<file path="src/sv/onv_pkg.sv">
// Package for the object name validator: prefix table and continuation range codes.
`default_nettype none
package onv_pkg;

   localparam int PREFIX_LEN = 26;
   localparam int PREFIX_W   = 5;

   typedef logic [2:0] range_type;

   localparam range_type RNG_ANY  = 3'd0;
   localparam range_type RNG_A0BF = 3'd1;
   localparam range_type RNG_809F = 3'd2;
   localparam range_type RNG_90BF = 3'd3;
   localparam range_type RNG_808F = 3'd4;

   localparam logic [7:0] CHAR_DOT = 8'h2E;
   localparam logic [7:0] CHAR_DEL = 8'h7F;
   localparam logic [7:0] CHAR_SP  = 8'h20;

   function automatic logic [7:0] prefix_char(input logic [PREFIX_W-1:0] idx);
      logic [7:0] c;
      case (idx)
         5'd0:    c = ".";
         5'd1:    c = "w";
         5'd2:    c = "e";
         5'd3:    c = "l";
         5'd4:    c = "l";
         5'd5:    c = "-";
         5'd6:    c = "k";
         5'd7:    c = "n";
         5'd8:    c = "o";
         5'd9:    c = "w";
         5'd10:   c = "n";
         5'd11:   c = "/";
         5'd12:   c = "a";
         5'd13:   c = "c";
         5'd14:   c = "m";
         5'd15:   c = "e";
         5'd16:   c = "-";
         5'd17:   c = "c";
         5'd18:   c = "h";
         5'd19:   c = "a";
         5'd20:   c = "l";
         5'd21:   c = "l";
         5'd22:   c = "e";
         5'd23:   c = "n";
         5'd24:   c = "g";
         5'd25:   c = "e";
         default: c = 8'h00;
      endcase
      return c;
   endfunction

   function automatic logic cont_fits(input logic [7:0] b, input range_type rng);
      logic fits;
      case (rng)
         RNG_A0BF: fits = (b >= 8'hA0) && (b <= 8'hBF);
         RNG_809F: fits = (b >= 8'h80) && (b <= 8'h9F);
         RNG_90BF: fits = (b >= 8'h90) && (b <= 8'hBF);
         RNG_808F: fits = (b >= 8'h80) && (b <= 8'h8F);
         default:  fits = (b >= 8'h80) && (b <= 8'hBF);
      endcase
      return fits;
   endfunction

endpackage
`default_nettype wire

</file>
<file path="src/sv/object_name_validator_core.sv">
// Object name validator: byte stream in, one verdict word per name out.
// A word is registered in the input register, its verdict in the result register on rsp_.
// Throughput: one word per cycle; the input register and the result register decouple
// the two channels, so a waiting verdict stalls the flow only at a word with last_byte.
// Reset: synchronous, active high; clears running name state and both valid flags.
`default_nettype none
module object_name_validator_core #(
   parameter int MAX_NAME_LENGTH = 1024
) (
   input  wire logic       clock,
   input  wire logic       reset,
   input  wire logic       req_valid,
   output logic            req_ready,
   input  wire logic [7:0] req_data_byte,
   input  wire logic       req_has_byte,
   input  wire logic       req_last_byte,
   output logic            rsp_valid,
   input  wire logic       rsp_ready,
   output logic            rsp_name_ok
);
   import onv_pkg::*;

   localparam int CNT_W = $clog2(MAX_NAME_LENGTH + 2);
   localparam logic [CNT_W-1:0] CNT_LIMIT = CNT_W'(MAX_NAME_LENGTH + 1);
   localparam logic [PREFIX_W-1:0] PFX_END = PREFIX_W'(PREFIX_LEN);

   logic                in_valid_ff, in_valid_in;
   logic [7:0]          in_data_ff;
   logic                in_has_ff;
   logic                in_last_ff;

   logic [CNT_W-1:0]    count_ff, count_in;
   logic [PREFIX_W-1:0] pfx_pos_ff, pfx_pos_in;
   logic                pfx_match_ff, pfx_match_in;
   logic                dots_ff, dots_in;
   logic [1:0]          pending_ff, pending_in;
   range_type           range_ff, range_in;
   logic                bad_ff, bad_in;

   logic                rsp_valid_ff, rsp_valid_in;
   logic                rsp_ok_ff, rsp_ok_in;

   logic                out_free;
   logic                process;
   logic                verdict;

   assign out_free  = !rsp_valid_ff || rsp_ready;
   assign process   = in_valid_ff && (!in_last_ff || out_free);
   assign req_ready = !in_valid_ff || process;
   assign in_valid_in = req_ready ? req_valid : in_valid_ff;

   always_ff @(posedge clock) begin
      if (reset) begin
         in_valid_ff <= 1'b0;
      end else begin
         in_valid_ff <= in_valid_in;
      end
      if (req_ready && req_valid) begin
         in_data_ff <= req_data_byte;
         in_has_ff  <= req_has_byte;
         in_last_ff <= req_last_byte;
      end
   end

   always_comb begin
      count_in     = count_ff;
      pfx_pos_in   = pfx_pos_ff;
      pfx_match_in = pfx_match_ff;
      dots_in      = dots_ff;
      pending_in   = pending_ff;
      range_in     = range_ff;
      bad_in       = bad_ff;
      if (in_has_ff) begin
         if (pfx_pos_ff != PFX_END) begin
            if (in_data_ff != prefix_char(pfx_pos_ff)) begin
               pfx_match_in = 1'b0;
            end
            pfx_pos_in = pfx_pos_ff + PREFIX_W'(1);
         end
         if (in_data_ff != CHAR_DOT) begin
            dots_in = 1'b0;
         end
         if (in_data_ff < CHAR_SP || in_data_ff == CHAR_DEL) begin
            bad_in = 1'b1;
         end
         if (pending_ff != 2'd0) begin
            if (cont_fits(in_data_ff, range_ff)) begin
               pending_in = pending_ff - 2'd1;
            end else begin
               bad_in     = 1'b1;
               pending_in = 2'd0;
            end
            range_in = RNG_ANY;
         end else if (in_data_ff <= 8'h7F) begin
            pending_in = 2'd0;
         end else if (in_data_ff >= 8'hC2 && in_data_ff <= 8'hDF) begin
            pending_in = 2'd1;
            range_in   = RNG_ANY;
         end else if (in_data_ff == 8'hE0) begin
            pending_in = 2'd2;
            range_in   = RNG_A0BF;
         end else if (in_data_ff == 8'hED) begin
            pending_in = 2'd2;
            range_in   = RNG_809F;
         end else if (in_data_ff >= 8'hE1 && in_data_ff <= 8'hEF) begin
            pending_in = 2'd2;
            range_in   = RNG_ANY;
         end else if (in_data_ff == 8'hF0) begin
            pending_in = 2'd3;
            range_in   = RNG_90BF;
         end else if (in_data_ff >= 8'hF1 && in_data_ff <= 8'hF3) begin
            pending_in = 2'd3;
            range_in   = RNG_ANY;
         end else if (in_data_ff == 8'hF4) begin
            pending_in = 2'd3;
            range_in   = RNG_808F;
         end else begin
            bad_in = 1'b1;
         end
         if (count_ff != CNT_LIMIT) begin
            count_in = count_ff + CNT_W'(1);
         end
      end

      verdict = !bad_in
             && (count_in != '0)
             && (count_in != CNT_LIMIT)
             && !(dots_in && (count_in == CNT_W'(1) || count_in == CNT_W'(2)))
             && !(pfx_match_in && pfx_pos_in == PFX_END)
             && (pending_in == 2'd0);

      if (in_last_ff) begin
         count_in     = '0;
         pfx_pos_in   = '0;
         pfx_match_in = 1'b1;
         dots_in      = 1'b1;
         pending_in   = 2'd0;
         range_in     = RNG_ANY;
         bad_in       = 1'b0;
      end

      rsp_valid_in = rsp_valid_ff && !rsp_ready;
      rsp_ok_in    = rsp_ok_ff;
      if (process && in_last_ff) begin
         rsp_valid_in = 1'b1;
         rsp_ok_in    = verdict;
      end
   end

   always_ff @(posedge clock) begin
      if (reset) begin
         count_ff     <= '0;
         pfx_pos_ff   <= '0;
         pfx_match_ff <= 1'b1;
         dots_ff      <= 1'b1;
         pending_ff   <= 2'd0;
         range_ff     <= RNG_ANY;
         bad_ff       <= 1'b0;
         rsp_valid_ff <= 1'b0;
      end else begin
         if (process) begin
            count_ff     <= count_in;
            pfx_pos_ff   <= pfx_pos_in;
            pfx_match_ff <= pfx_match_in;
            dots_ff      <= dots_in;
            pending_ff   <= pending_in;
            range_ff     <= range_in;
            bad_ff       <= bad_in;
         end
         rsp_valid_ff <= rsp_valid_in;
      end
      rsp_ok_ff <= rsp_ok_in;
   end

   assign rsp_valid   = rsp_valid_ff;
   assign rsp_name_ok = rsp_ok_ff;

   a_clear_after_last: assert property (@(posedge clock) disable iff (reset)
      process && in_last_ff |=> count_ff == '0 && pending_ff == 2'd0 && !bad_ff)
      else $error("name state not cleared after last word");

   a_range_idle: assert property (@(posedge clock) disable iff (reset)
      pending_ff == 2'd0 |-> range_ff == RNG_ANY)
      else $error("continuation range set with nothing pending");

   a_count_bound: assert property (@(posedge clock) disable iff (reset)
      count_ff <= CNT_LIMIT)
      else $error("byte count past saturation");

   a_stall_holds: assert property (@(posedge clock) disable iff (reset)
      !req_ready |-> in_valid_ff && in_last_ff && rsp_valid_ff && !rsp_ready)
      else $error("input stalled without a blocked verdict");

endmodule
`default_nettype wire

</file>
<file path="config.mk">
export PLATFORM = sky130hd
export DESIGN_NAME = object_name_validator_core
export DESIGN_NICKNAME = d
export VERILOG_FILES = /design/src/sv/onv_pkg.sv /design/src/sv/object_name_validator_core.sv
export SDC_FILE = /design/constraint.sdc
export NUM_CORES = 1
export LEC_CHECK = 0
export BUFFER_PORTS_ARGS = -buffer_cell sky130_fd_sc_hd__buf_2
export CAP_MARGIN = 20
export CORE_MARGIN = 2
export CORE_UTILIZATION = 60
export CTS_CLUSTER_DIAMETER = 50
export CTS_CLUSTER_SIZE = 24
export DETAILED_ROUTE_END_ITERATION = 12
export PLACE_DENSITY = 0.87
export SYNTH_ARGS = -nofsm -noshare
export SYNTH_HDL_FRONTEND = slang
export SYNTH_SLANG_ARGS = --single-unit
</file>
<file path="constraint.sdc">
create_clock -name clock -period 3.3 [get_ports clock]
set_input_delay 0.66 -clock clock [delete_from_list [all_inputs] [get_ports clock]]
set_output_delay 0.66 -clock clock [all_outputs]
set_load 0.05 [all_outputs]
</file>
# Word level (Yosys, flattened, before mapping)
# Memory sizes are Yosys's and may differ from the RTL's. A register that Yosys moved wholly into a read port is not among the register bits.
# Index checks and enable logic that the tools add are counted.
word_totals:
  regBits: 37
  latchBits: 0
  ramBits: 0
  romBits: 224
  in_bits: 14
  out_inout_bits: 3
  elab_cells: 143
  mem_count: 1
op_classes:
  n_addsub: 3
  multipliers: 0
  div: 0
  magnitude_cmp: 14
  eq_ne: 18
  shift: 0
  mux: 57
  n_bitwise: 0
  reduce_logical: 37
memory_table:
  columns: ["memory", "depth", "width", "read_ports", "rd_ports_with_merged_regs", "write_ports", "line_no", "source"]
  rows:
  - ["(no name shown)", 32, 7, 1, 1, 0, "onv_pkg.sv:22", "case (idx)"]
ops:
  columns: ["cell", "count"]
  rows:
  - [">= comparator 8 bit (second input constant)", 6]
  - ["<= comparator 8 bit (second input constant)", 6]
  - ["two-way mux 11 bit", 3]
  - ["two-way mux 3 bit", 11]
  - ["equality test 8 bit (second input constant)", 4]
  - ["two-way mux 5 bit", 5]
  - ["two-way mux 2 bit", 12]
  - ["two-way mux 1 bit", 23]
  - ["!= test 11 bit (second input constant)", 2]
  - ["logical AND 1 bit", 19]
  - ["two-way mux 8 bit", 2]
  - ["adder 11 x 1 -> 11 bit (second input constant)", 1]
  - ["equality test 11 x 1 -> 1 bit (second input constant)", 1]
  - ["equality test 11 x 2 -> 1 bit (second input constant)", 1]
  - ["nonzero test 11 bit", 1]
  - ["nonzero test 9 bit", 1]
  - ["equality test 8 x 7 -> 1 bit (second input constant)", 1]
  - ["<= comparator 8 x 7 -> 1 bit (second input constant)", 1]
  - ["less-than comparator 8 x 6 -> 1 bit (second input constant)", 1]
  - ["!= test 8 x 6 -> 1 bit (second input constant)", 1]
  - ["!= test 8 bit", 1]
  - ["zero test 1 bit", 7]
  - ["equality test 3 x 2 -> 1 bit (second input constant)", 2]
  - ["adder 5 x 1 -> 5 bit (second input constant)", 1]
  - ["11 further kinds", 16]

# Longest topological paths before layout
# Gate-level depths: netlist of the first run.
depth:
  depth_word: 19
  depth_mapped: 12
  depth_no_buf: 12

# Least setup slack after synthesis of the first run
# No wires, ideal clock.
synth_path:
  kind: "input -> register"
  start: "input rsp_ready"
  end: "register with a tool-made name"
  setup_time_ns: 0.127
  arrival_time_ns: 2.264
  t_required_ns: 3.173
  path_slack_ns: 0.909
  path_stages: 7
  n_path_buf: 0
  cell_sequence: "nand2b_1 > o21ai_4 > o21ai_0 > a21oi_1 > inv_1 > ha_1 > or3_1"
synth_lines:
  columns: ["item", "line_no", "source"]
  rows:
  - ["from (decl)", "object_name_validator_core.sv:18", "input wire logic rsp_ready,"]

==> summary.txt, run 1 <==
Global route
  • GRT Residual Overflow: 0
  • Vias in the first global route: roughly 2400
  • Largest net degree at the start of global routing: 28
  • Gr usage total: 0.253
  • First-pass GRT wire length: between 10 and 15 mm
  • Initial antenna violation count: 0

Placement
  • Post-detail-place hpwl: 4.83 mm
  • Gpl congestion: just over 0.9
  • I/O Buffers: 16

Critical path
  • Critical path arrival: roughly 2900 ps
  • CP endpoint kind: flip-flop
  • Critical path type: reg -> reg
  • Crit path launch: pfx_pos_ff[0]
  • Worst path slowest cell: dfxtp_1
  • CP cell instances: inv_1 > ha_1 > nand3_1 > o21ai_1 > a221oi_1 > nor2_1 > inv_1 > ha_1 > nand2_1 > mux2_2 > nor2_1 > o21ai_1
  • Critical Path Fanout Max: 5
  • Critical Path Source Type: flip-flop
  • Critical R2R Launch: pfx_pos_ff[0]
  • Slowest stage delay, CP: approximately 440 ps
  • Critical Path RT: roughly 3500 ps

Yosys
  • Post-synthesis sequential area ratio: 0.323
  • EDFF count, synth: 11
  • Main synth FF type: dfxtp_1
  • Synth Instances: 360
  • Seq cells post-synth: between 40 and 50
  • Syn Area/Cell: roughly 8.5 um^2
  • Post-synthesis cell area: 3070 um^2
  • Yosys cell types: 82
  • Async SR Flop Fraction: 0
  • YS warnings: 0
  • Syn_nets: 388

Hold path
  • Hold WC Path Type: reg -> reg
  • Hold Path Origin: range_ff[0]

CTS
  • Resize count post-CTS: 0
  • Skew-Pair Late Insertion Delay: around 300 ps
  • Post-CTS setup buffers: 0
  • Total CTS buffers: 5
  • Hold_buf cts: 0
  • CTS clk-pin slew, worst paths: around 90 ps
  • CTS tree: yes
  • H-tree levels: 2
  • Max clock buf depth: 2
  • Clock Root Buffer: clkbuf_8
  • Clock sinks: 44

Flow run
  • Max-cap violations: 0

Die
  • Core area: ~5000 um^2
  • Row cnt: 26
  • Die width: approximately 76 um
  • Full die area: between 5000 and 6000 um^2
  • I/O pin total: 17
  • Initial Utilization: 0.612
  • Die height: around 76 um

STA
  • # setup viols final: 0
  • Minimum clock period: 2660 ps
  • Worst clock skew: just under 9 ps
  • Final slew viol count: 0
  • RSZ-0062 raised after global routing: false
  • Total Neg Setup Slack: 0 ps
  • Slew at the pin with the worst max-slew slack: about 940 ps
  • Post-route clock period utilization: 0.807
  • Peak Freq: 376 MHz
  • Slew margin rel.: 0.368
  • Hold Slack: ~490 ps
  • Final Hold Viols: 0

Final layout
  • Most frequent cells in the layout: 33 x dfxtp_1, 30 x nor2_1, 29 x a21oi_1
  • Commonest non-fill, non-tap cell in the layout: dfxtp_1
  • Area grow syn2layout: 5.10%
  • Nets: 386
  • Fillcell total: around 430
  • Fraction of layout cells with a size suffix above 1: 0.153
  • Ant diodes: 0

Power
  • Pleak: around 1.2 nW
  • Maximum vdd drop: 0.237 mV
  • PwrDens: approximately 350 nW/um^2

Drt
  • Vias/cell: 6.47
  • Detailed-route via count: 2777
  • DRC violations left: 0
  • Post-route antenna net violation count: 0
  • First DRT Iteration DRCs: around 160
  • DR pass1 iterations: 5
  • Drt total wl: between 6 and 7 mm
  • Routed WL per cell: between 15 and 20 um

Status
  • Status: finished clean
==> routing by layer <==
metal / vias up / GRT usage / share of wire
met5: - / 0 / 0
met4: 0 / 0.0780 / 0.019
met3: 18 / 0.0529 / 0.046
met2: 89 / 0.435 / 0.50
met1: 1343 / 0.319 / 0.44
li1: 1327 / - / -
==> through the flow <==
stage / setup WS (ps) / util / total power, mW / instance area, um^2 / instances
finish: 637 / 0.644 / 1.14 / 3220 / 429
global route: 323 / 0.644 / 1.17 / 3220 / 429
CTS: 663 / 0.644 / 1.14 / 3220 / 429
detailed placement: 629 / 0.621 / 0.716 / 3110 / 421
global placement: 742 / 0.621 / 0.713 / 3110 / 421
floorplan: 909 / - / 0.688 / 3070 / 360
==> report_power, final <==
group          internal [mW]  switching (mW)  total, mW
clock                  0.228           0.202      0.430
sequential             0.567          0.0253      0.593
combinational         0.0463          0.0677      0.114
total                  0.842           0.295       1.14
==> layout make-up <==
| cell class | instances | area (um^2) | area share |
|---|---|---|---|
| clock buffer | 5 | 68.8 | 0.0213 |
| clock inverter | 3 | 46.3 | 0.0144 |
| inverter | 18 | 67.6 | 0.0210 |
| multi-input combinational | 268 | 1850 | 0.572 |
| sequential | 44 | 991 | 0.307 |
| tap | 70 | 87.6 | 0.0272 |
| timing repair buffer | 21 | 118 | 0.0365 |
==> cell usage after synthesis (all sizes together), types with 3 or more instances <==
cell type	count	share of area
nor2b	4	0.0082
ha	14	0.057
a211oi	6	0.015
a221oi	4	0.013
o211ai	4	0.0098
edfxtp	11	0.11
nand2	23	0.028
and2	5	0.011
nand2b	5	0.013
nand3	10	0.020
xnor2	3	0.0086
a22oi	5	0.012
a31oi	7	0.014
buf	24	0.046
nand4	7	0.019
o21ai	24	0.044
a32oi	3	0.011
o21bai	3	0.0073
dfxtp	33	0.22
or3	6	0.013
or4	5	0.013
a21oi	29	0.047
nor3	8	0.017
inv	18	0.022
clkbuf	6	0.0073
xor2	9	0.028
nor4	5	0.014
nor2	30	0.037
nand4b	3	0.011
and3	5	0.011
o22ai	4	0.010
==> cells by family after synthesis <==
family,count (synthesis),share of synthesized area
xor gates and xnor gates,12,0.0367
AOI/OAI and AO/OA,112,0.252
buffers and inverters,48,0.0754
DFF,44,0.323
muxes,4,0.0139
and+or+nand+nor,126,0.242
adders and majority gates,14,0.0571
==> critical path: cells and delay by family, from the launching register on <==
kind,cells,cell delay [ps]
flops,1,440
fa+ha+maj,2,510
simple gates,4,470
compound gates,3,600
buf+inv,2,280
mux,1,250
==> path summary, 6_finish.rpt <==
check	to	slack (ps)	cells past startpoint
worst max-delay path	flip-flop	640	12
worst min-delay path	range_ff[0]	490	2
worst max register to register	flip-flop	640	12
worst min register to register	range_ff[0]	490	2
Note: power is estimated with default switching activity, not from simulation.
==> run 2: changes to the inputs <==
Settings changed: CORE_UTILIZATION 60 to 55, PLACE_DENSITY 0.87 to 0.84.
Clock period 3.3 ns to 2.2 ns, I/O delays scaled along.
==> run 2 against run 1 <==
  * Maximum frequency is 23% higher
  * Highest routed layer unchanged
  * Utilization grew 3.5 points
  * Sequential power grew 47%
  * Hold slack worse by 200 ps
  * Worst setup slack worse by 600 ps
  * Combinational power grew 120%
  * Flip-flop and latch count did not move
  * Cell count rose by 11%
  * Clock-buffer cell count unchanged
  * Die area grew 8.6%
  * Critical path type unchanged
==> summary.txt, run 2 (synthesis results as in run 1) <==
Critical path
  • Critical Path Fanout Max: 6 (was 5)
  • Critical Path RT: 2440 ps (was 3490 ps)
  • Most Frequent Cell on Critical Path: inv_2
  • Critical path type: reg -> reg (unchanged)
  • Critical Path Source Type: flip-flop (unchanged)
  • CP cell instances: inv_2 > ha_4 > or3_1 > a21oi_2 > inv_2 > ha_1 > a221o_1 > o21ai_1 (was inv_1 > ha_1 > nand3_1 > o21ai_1 > a221oi_1 > nor2_1 > inv_1 > ha_1 > nand2_1 > mux2_2 > nor2_1 > o21ai_1)
  • Critical path arrival: 2410 ps (was 2850 ps)
  • Slowest stage delay, CP: 420 ps (was 440 ps)
  • CP endpoint kind: flip-flop (unchanged)
  • Worst path slowest cell: or3_1 (was dfxtp_1)

STA
  • Final Hold Viols: 0 (unchanged)
  • PnR worst setup slack: 34.8 ps (was 637 ps)
  • Final slew viol count: 0 (unchanged)
  • # setup viols final: 0 (unchanged)
  • Minimum clock period: 2170 ps (was 2660 ps)
  • Peak Freq: 462 MHz (was 376 MHz)
  • Post-route clock period utilization: 0.984 (was 0.807)
  • Slew margin rel.: 0.711 (was 0.368)
  • Slew at the pin with the worst max-slew slack: 432 ps (was 940 ps)
  • Worst clock skew: 7.64 ps (was 8.94 ps)

CTS
  • Clock Root Buffer: clkbuf_8 (unchanged)
  • CTS clk-pin slew, worst paths: 90 ps (about the same)
  • Total CTS buffers: 5 (unchanged)
  • Skew-Pair Late Insertion Delay: 320 ps (was 300 ps)
  • CTS tree: yes (unchanged)
  • Clock sinks: 44 (unchanged)
  • Max clock buf depth: 2 (unchanged)
  • H-tree levels: 2 (unchanged)

Power
  • Clock power frac: 0.368 (was 0.378)
  • P_sw: 0.473 mW (was 0.295 mW)
  • PwrDens: 482 nW/um^2 (was 352 nW/um^2)
  • Part of the power in combinational logic: 0.141 (was 0.100)
  • Pleak: 1.41 nW (was 1.17 nW)
  • Cell-internal power: 1.30 mW (was 0.842 mW)
  • Switching share of power: 0.266 (was 0.259)
  • Maximum vdd drop: 0.306 mV (was 0.237 mV)
  • Total power: 1.78 mW (was 1.14 mW)
  • Seq pwr share: 0.492 (was 0.521)

Global route
  • Gr usage total: 0.261 (was 0.253)
  • Initial antenna violation count: 0 (unchanged)
  • Largest net degree at the start of global routing: 19 (was 28)
  • GRT Residual Overflow: 0 (unchanged)
  • First-pass GRT wire length: 12.7 mm (was 11.2 mm)
  • Vias in the first global route: 2721 (was 2445)

Placement
  • Gpl congestion: 0.893 (was 0.914)
  • Post-detail-place hpwl: 5.50 mm (was 4.83 mm)
  • I/O Buffers: 16 (unchanged)
  • Dpl cell area: 3390 um^2 (was 3110 um^2)
  • Cells after DPL: 459 (was 421)
  • Pre-CTS WS: 21.2 ps (was 629 ps)

Final layout
  • Area grow syn2layout: 20.2% (was 5.10%)
  • Layout Cells excl Fill: 478 (was 429)
  • Commonest non-fill, non-tap cell in the layout: buf_4 (was dfxtp_1)
  • Nets: 433 (was 386)
  • Most frequent cells in the layout: 52 x buf_4, 32 x dfxtp_1, 29 x nor2_1 (was 33 x dfxtp_1, 30 x nor2_1, 29 x a21oi_1)
  • Finished Cell Area: 3690 um^2 (was 3220 um^2)
  • Fraction of layout cells with a size suffix above 1: 0.288 (was 0.153)
  • Ant diodes: 0 (unchanged)
  • Post-layout util: 0.678 (was 0.644)
  • Fillcell total: 429 (was 432)

Die
  • Die width: 78.7 um (was 75.5 um)
  • Row cnt: 27 (was 26)
  • I/O pin total: 17 (unchanged)
  • Die height: 78.7 um (was 75.5 um)
  • Initial Utilization: 0.564 (was 0.612)
  • Full die area: 6190 um^2 (was 5700 um^2)
  • Core area: 5440 um^2 (was 5010 um^2)

Drt
  • Post-route antenna net violation count: 0 (unchanged)
  • Routed WL per cell: 16.7 um (was 16.2 um)
  • Detailed-route via count: 2992 (was 2777)
  • Drt total wl: 7.97 mm (was 6.96 mm)
  • DRC violations left: 0 (unchanged)
  • DR pass1 iterations: 5 (unchanged)
  • Vias/cell: 6.26 (was 6.47)
  • First DRT Iteration DRCs: 181 (was 161)

Status
  • Status: finished clean (unchanged)

Hold path
  • Hold WC Path Type: in -> reg (was reg -> reg)

Flow run
  • Max-cap violations: 0 (unchanged)
## run 2: area by class of cell
type,instances,area [um^2],area share
Multi-Input combinational cell,268,1950,0.530
Sequential cell,44,992,0.269
Timing Repair Buffer,68,470,0.128
Tap cell,72,90.1,0.0244
Clock buffer,5,68.8,0.0187
Inverter,18,67.6,0.0183
Clock inverter,3,46.3,0.0126
## run 2: final timing paths
| check | to | slack [ps] | cells after the start | startpoint |
|---|---|---|---|---|
| worst max register to register | flip-flop | 30 | 8 | pfx_pos_ff[0] |
| worst min-delay path | in_has_ff | 290 | 1 | req_has_byte |
| worst min register to register | range_ff[0] | 490 | 2 | range_ff[0] |
| worst max-delay path | flip-flop | 30 | 8 | pfx_pos_ff[0] |
## run 2: repair_timing
item,in CTS,in global routing
endpoints found under the setup margin,0,7
hold buffers,0,0
setup buffers,0,11
resized for setup,0,19
## run 2: per-layer routing
metal	up-vias	global-route usage	part of all wire
met5	-	0	0
met2	129	0.447	0.51
met3	33	0.0494	0.062
met4	0	0.100	0.031
li1	1418	-	-
met1	1412	0.323	0.40
## run 2: critical path, delay by kind of cell (launching register included)
kind / cells / cell delay [ps]
fa+ha+maj: 2 / 460
simple gates: 1 / 420
buf+inv: 2 / 170
compound gates: 3 / 700
flops: 1 / 350
## run 2: power by group through the flow
stage	registers (mW)	logic, mW	clock network (mW)
after floorplan	0.882	0.152	0
after global placement	0.894	0.207	0
after detailed placement	0.895	0.214	0
after CTS	0.877	0.215	0.662
after global routing	0.876	0.270	0.698
final	0.873	0.250	0.653
## run 2: per-stage QoR
| stage | hold WS (ps) | setup TNS (ps) |
|---|---|---|
| floorplan | 450 | -28.7 |
| global placement | 464 | 0 |
| detailed placement | 472 | 0 |
| CTS | 292 | 0 |
| global route | 281 | -204 |
| finish | 295 | 0 |
==> run 3: changes to the inputs <==
Settings changed: CORE_UTILIZATION 55 to 30, HOLD_SLACK_MARGIN set to 0.03, PLACE_DENSITY 0.84 to 0.55.
==> run 3 against run 2 <==
  * Cell count up 13%
  * Highest routed layer unchanged
  * Flip-flop and latch count did not move
  * Sequential power grew 0.5%
  * Register-to-register slack gained 40 ps
  * Combinational power fell by 4%
  * Power down 0.20%
  * Via count down 6.3%
  * Worst setup slack better by 40 ps
  * First-iteration DRC count shrank 7.2%
  * Critical path depth fell by 2
  * Utilization fell by 29 points
==> summary.txt, run 3 (synthesis results as in run 1) <==
Die
  • Full die area: 11100 um^2 (was 6190 um^2)
  • I/O pin total: 17 (unchanged)
  • Die width: 105 um (was 78.7 um)
  • Core area: 9860 um^2 (was 5440 um^2)
  • Row cnt: 36 (was 27)
  • Die height: 105 um (was 78.7 um)
  • Initial Utilization: 0.311 (was 0.564)

CTS
  • Skew-Pair Late Insertion Delay: 300 ps (was 320 ps)
  • Max clock buf depth: 2 (unchanged)
  • CTS tree: yes (unchanged)
  • Clock sinks: 44 (unchanged)
  • Total CTS buffers: 5 (unchanged)
  • CTS clk-pin slew, worst paths: 90 ps (about the same)
  • H-tree levels: 2 (unchanged)
  • Hold_buf cts: 0 (unchanged)
  • Clock Root Buffer: clkbuf_8 (unchanged)

Global route
  • First-pass GRT wire length: 12.8 mm (was 12.7 mm)
  • Largest net degree at the start of global routing: 21 (was 19)
  • Gr usage total: 0.141 (was 0.261)
  • Vias in the first global route: 2656 (was 2721)
  • Initial antenna violation count: 0 (unchanged)
  • GRT Residual Overflow: 0 (unchanged)

STA
  • Slew at the pin with the worst max-slew slack: 486 ps (was 432 ps)
  • Worst clock skew: 6.28 ps (was 7.64 ps)
  • Minimum clock period: 2130 ps (was 2170 ps)
  • Post-route clock period utilization: 0.966 (was 0.984)
  • Final Hold Viols: 0 (unchanged)
  • Total Neg Setup Slack: 0 ps (unchanged)
  • # setup viols final: 0 (unchanged)
  • Final slew viol count: 0 (unchanged)
  • Slew margin rel.: 0.675 (was 0.711)
  • Peak Freq: 470 MHz (was 462 MHz)

Placement
  • I/O Buffers: 16 (unchanged)
  • Gpl congestion: 0.832 (was 0.893)
  • Post-detail-place hpwl: 5.67 mm (was 5.50 mm)

Drt
  • DR pass1 iterations: 4 (was 5)
  • Post-route antenna net violation count: 0 (unchanged)
  • Detailed-route via count: 2803 (was 2992)
  • Drt total wl: 7.86 mm (was 7.97 mm)
  • Vias/cell: 5.20 (was 6.26)
  • First DRT Iteration DRCs: 168 (was 181)
  • Routed WL per cell: 14.6 um (was 16.7 um)
  • DRC violations left: 0 (unchanged)

Critical path
  • Worst r2r path cells: 6 (was 8)
  • Largest delay share family, worst path: simple AND/OR/NAND/NOR gates (was compound AO/OA/AOI/OAI gates)
  • CP cell instances: nand4_1 > xnor2_1 > o21ai_1 > or4_1 > nand4b_1 > a31oi_1 (was inv_2 > ha_4 > or3_1 > a21oi_2 > inv_2 > ha_1 > a221o_1 > o21ai_1)
  • Slowest stage delay, CP: 630 ps (was 420 ps)
  • Worst path slowest cell: dfxtp_1 (was or3_1)
  • Critical Path RT: 2250 ps (was 2440 ps)
  • Critical Path Source Type: flip-flop (unchanged)
  • Critical Path Fanout Max: 10 (was 6)
  • CP Buf/Inv Count: 0 (was 2)
  • Flop2flop setup slack: 70 ps (was 30 ps)
  • CP endpoint kind: flip-flop (unchanged)
  • Critical path arrival: 2180 ps (was 2410 ps)
  • Critical R2R Launch: pfx_pos_ff[2] (was pfx_pos_ff[0])
  • Critical path type: reg -> reg (unchanged)
  • RR Endpoint: rsp_name_ok

Final layout
  • Nets: 433 (unchanged)
  • Fraction of layout cells with a size suffix above 1: 0.308 (was 0.288)
  • Ant diodes: 0 (unchanged)
  • Area grow syn2layout: 24.7% (was 20.2%)
  • Commonest non-fill, non-tap cell in the layout: buf_4 (unchanged)
  • Most frequent cells in the layout: 48 x buf_4, 31 x dfxtp_1, 28 x nor2_1 (was 52 x buf_4, 32 x dfxtp_1, 29 x nor2_1)

Hold path
  • Hold depth: 1 (unchanged)
  • Worst Hold Endpoint: in_data_ff[6] (was in_has_ff)
  • Hold Path Origin: req_data_byte[6] (was req_has_byte)
  • Hold WC Path Type: in -> reg (unchanged)

Status
  • Status: finished clean (unchanged)

Flow run
  • Max-cap violations: 0 (unchanged)

Power
  • PwrDens: 463 nW/um^2 (was 482 nW/um^2)
  • Maximum vdd drop: 0.255 mV (was 0.306 mV)
  • Pleak: 1.43 nW (was 1.41 nW)
  • Total power: 1.77 mW (was 1.78 mW)
run 3: power by group:
part | switching [mW] | internal (mW)
clock network | 0.312 | 0.343
registers | 0.0255 | 0.851
logic | 0.131 | 0.110
run 3: metal layers:
metal	global-route usage	wire length (um)	up-vias
met5	0	0	-
met4	0.0476	198	0
met3	0.0231	178	16
met2	0.232	3790	42
met1	0.187	3690	1327
li1	-	-	1418
run 3: stage by stage:
stage | utilization | setup slack (ps) | area (um^2) | hold WS, ps | cells
2_1_floorplan | - | -28.7 | 3080 | 450 | 360
3_3_place_gp | 0.356 | 21.7 | 3510 | 467 | 526
3_5_place_dp | 0.356 | -42.2 | 3510 | 470 | 526
4_1_cts | 0.370 | -21.3 | 3650 | 295 | 536
5_1_grt | 0.388 | -50.4 | 3820 | 294 | 539
6_report | 0.388 | 74.4 | 3820 | 305 | 539
run 3: worst register-to-register path, delay by kind of cell (launching register included):
kind,cells,cell delay [ps]
compound gates,2,180
xor+xnor,1,230
flops,1,630
simple gates,3,830
run 3: worst max-delay path by stage:
stage                   from     endpoint  slack (ps)  depth (start not counted)
5_1_grt        pfx_pos_ff[2]  rsp_name_ok         -50                          6
6_report       pfx_pos_ff[2]  rsp_name_ok          70                          6
3_5_place_dp       rsp_ready    flip-flop         -40                          8
3_3_place_gp       rsp_ready    flip-flop          20                          8
2_1_floorplan  pfx_pos_ff[0]    flip-flop         -30                          7
4_1_cts        pfx_pos_ff[0]    flip-flop         -20                          7
run 3: layout make-up:
| type | instances | area (um^2) |
|---|---|---|
| Clock buffer | 5 | 68.8 |
| Clock inverter | 3 | 47.5 |
| Fill cell | 1000 | 6040 |
| Inverter | 18 | 67.6 |
| Multi-Input combinational cell | 268 | 2000 |
| Sequential cell | 44 | 993 |
| Tap cell | 133 | 166 |
| Timing Repair Buffer | 68 | 485 |
run 3: repair_timing:
item | 4_1_cts | 5_1_grt
pin swaps | 1 | 7
resized for setup | 0 | 35
setup buffers | 2 | 3
endpoints found under the hold margin | 0 | 0
setup endpoints to repair | 3 | 7
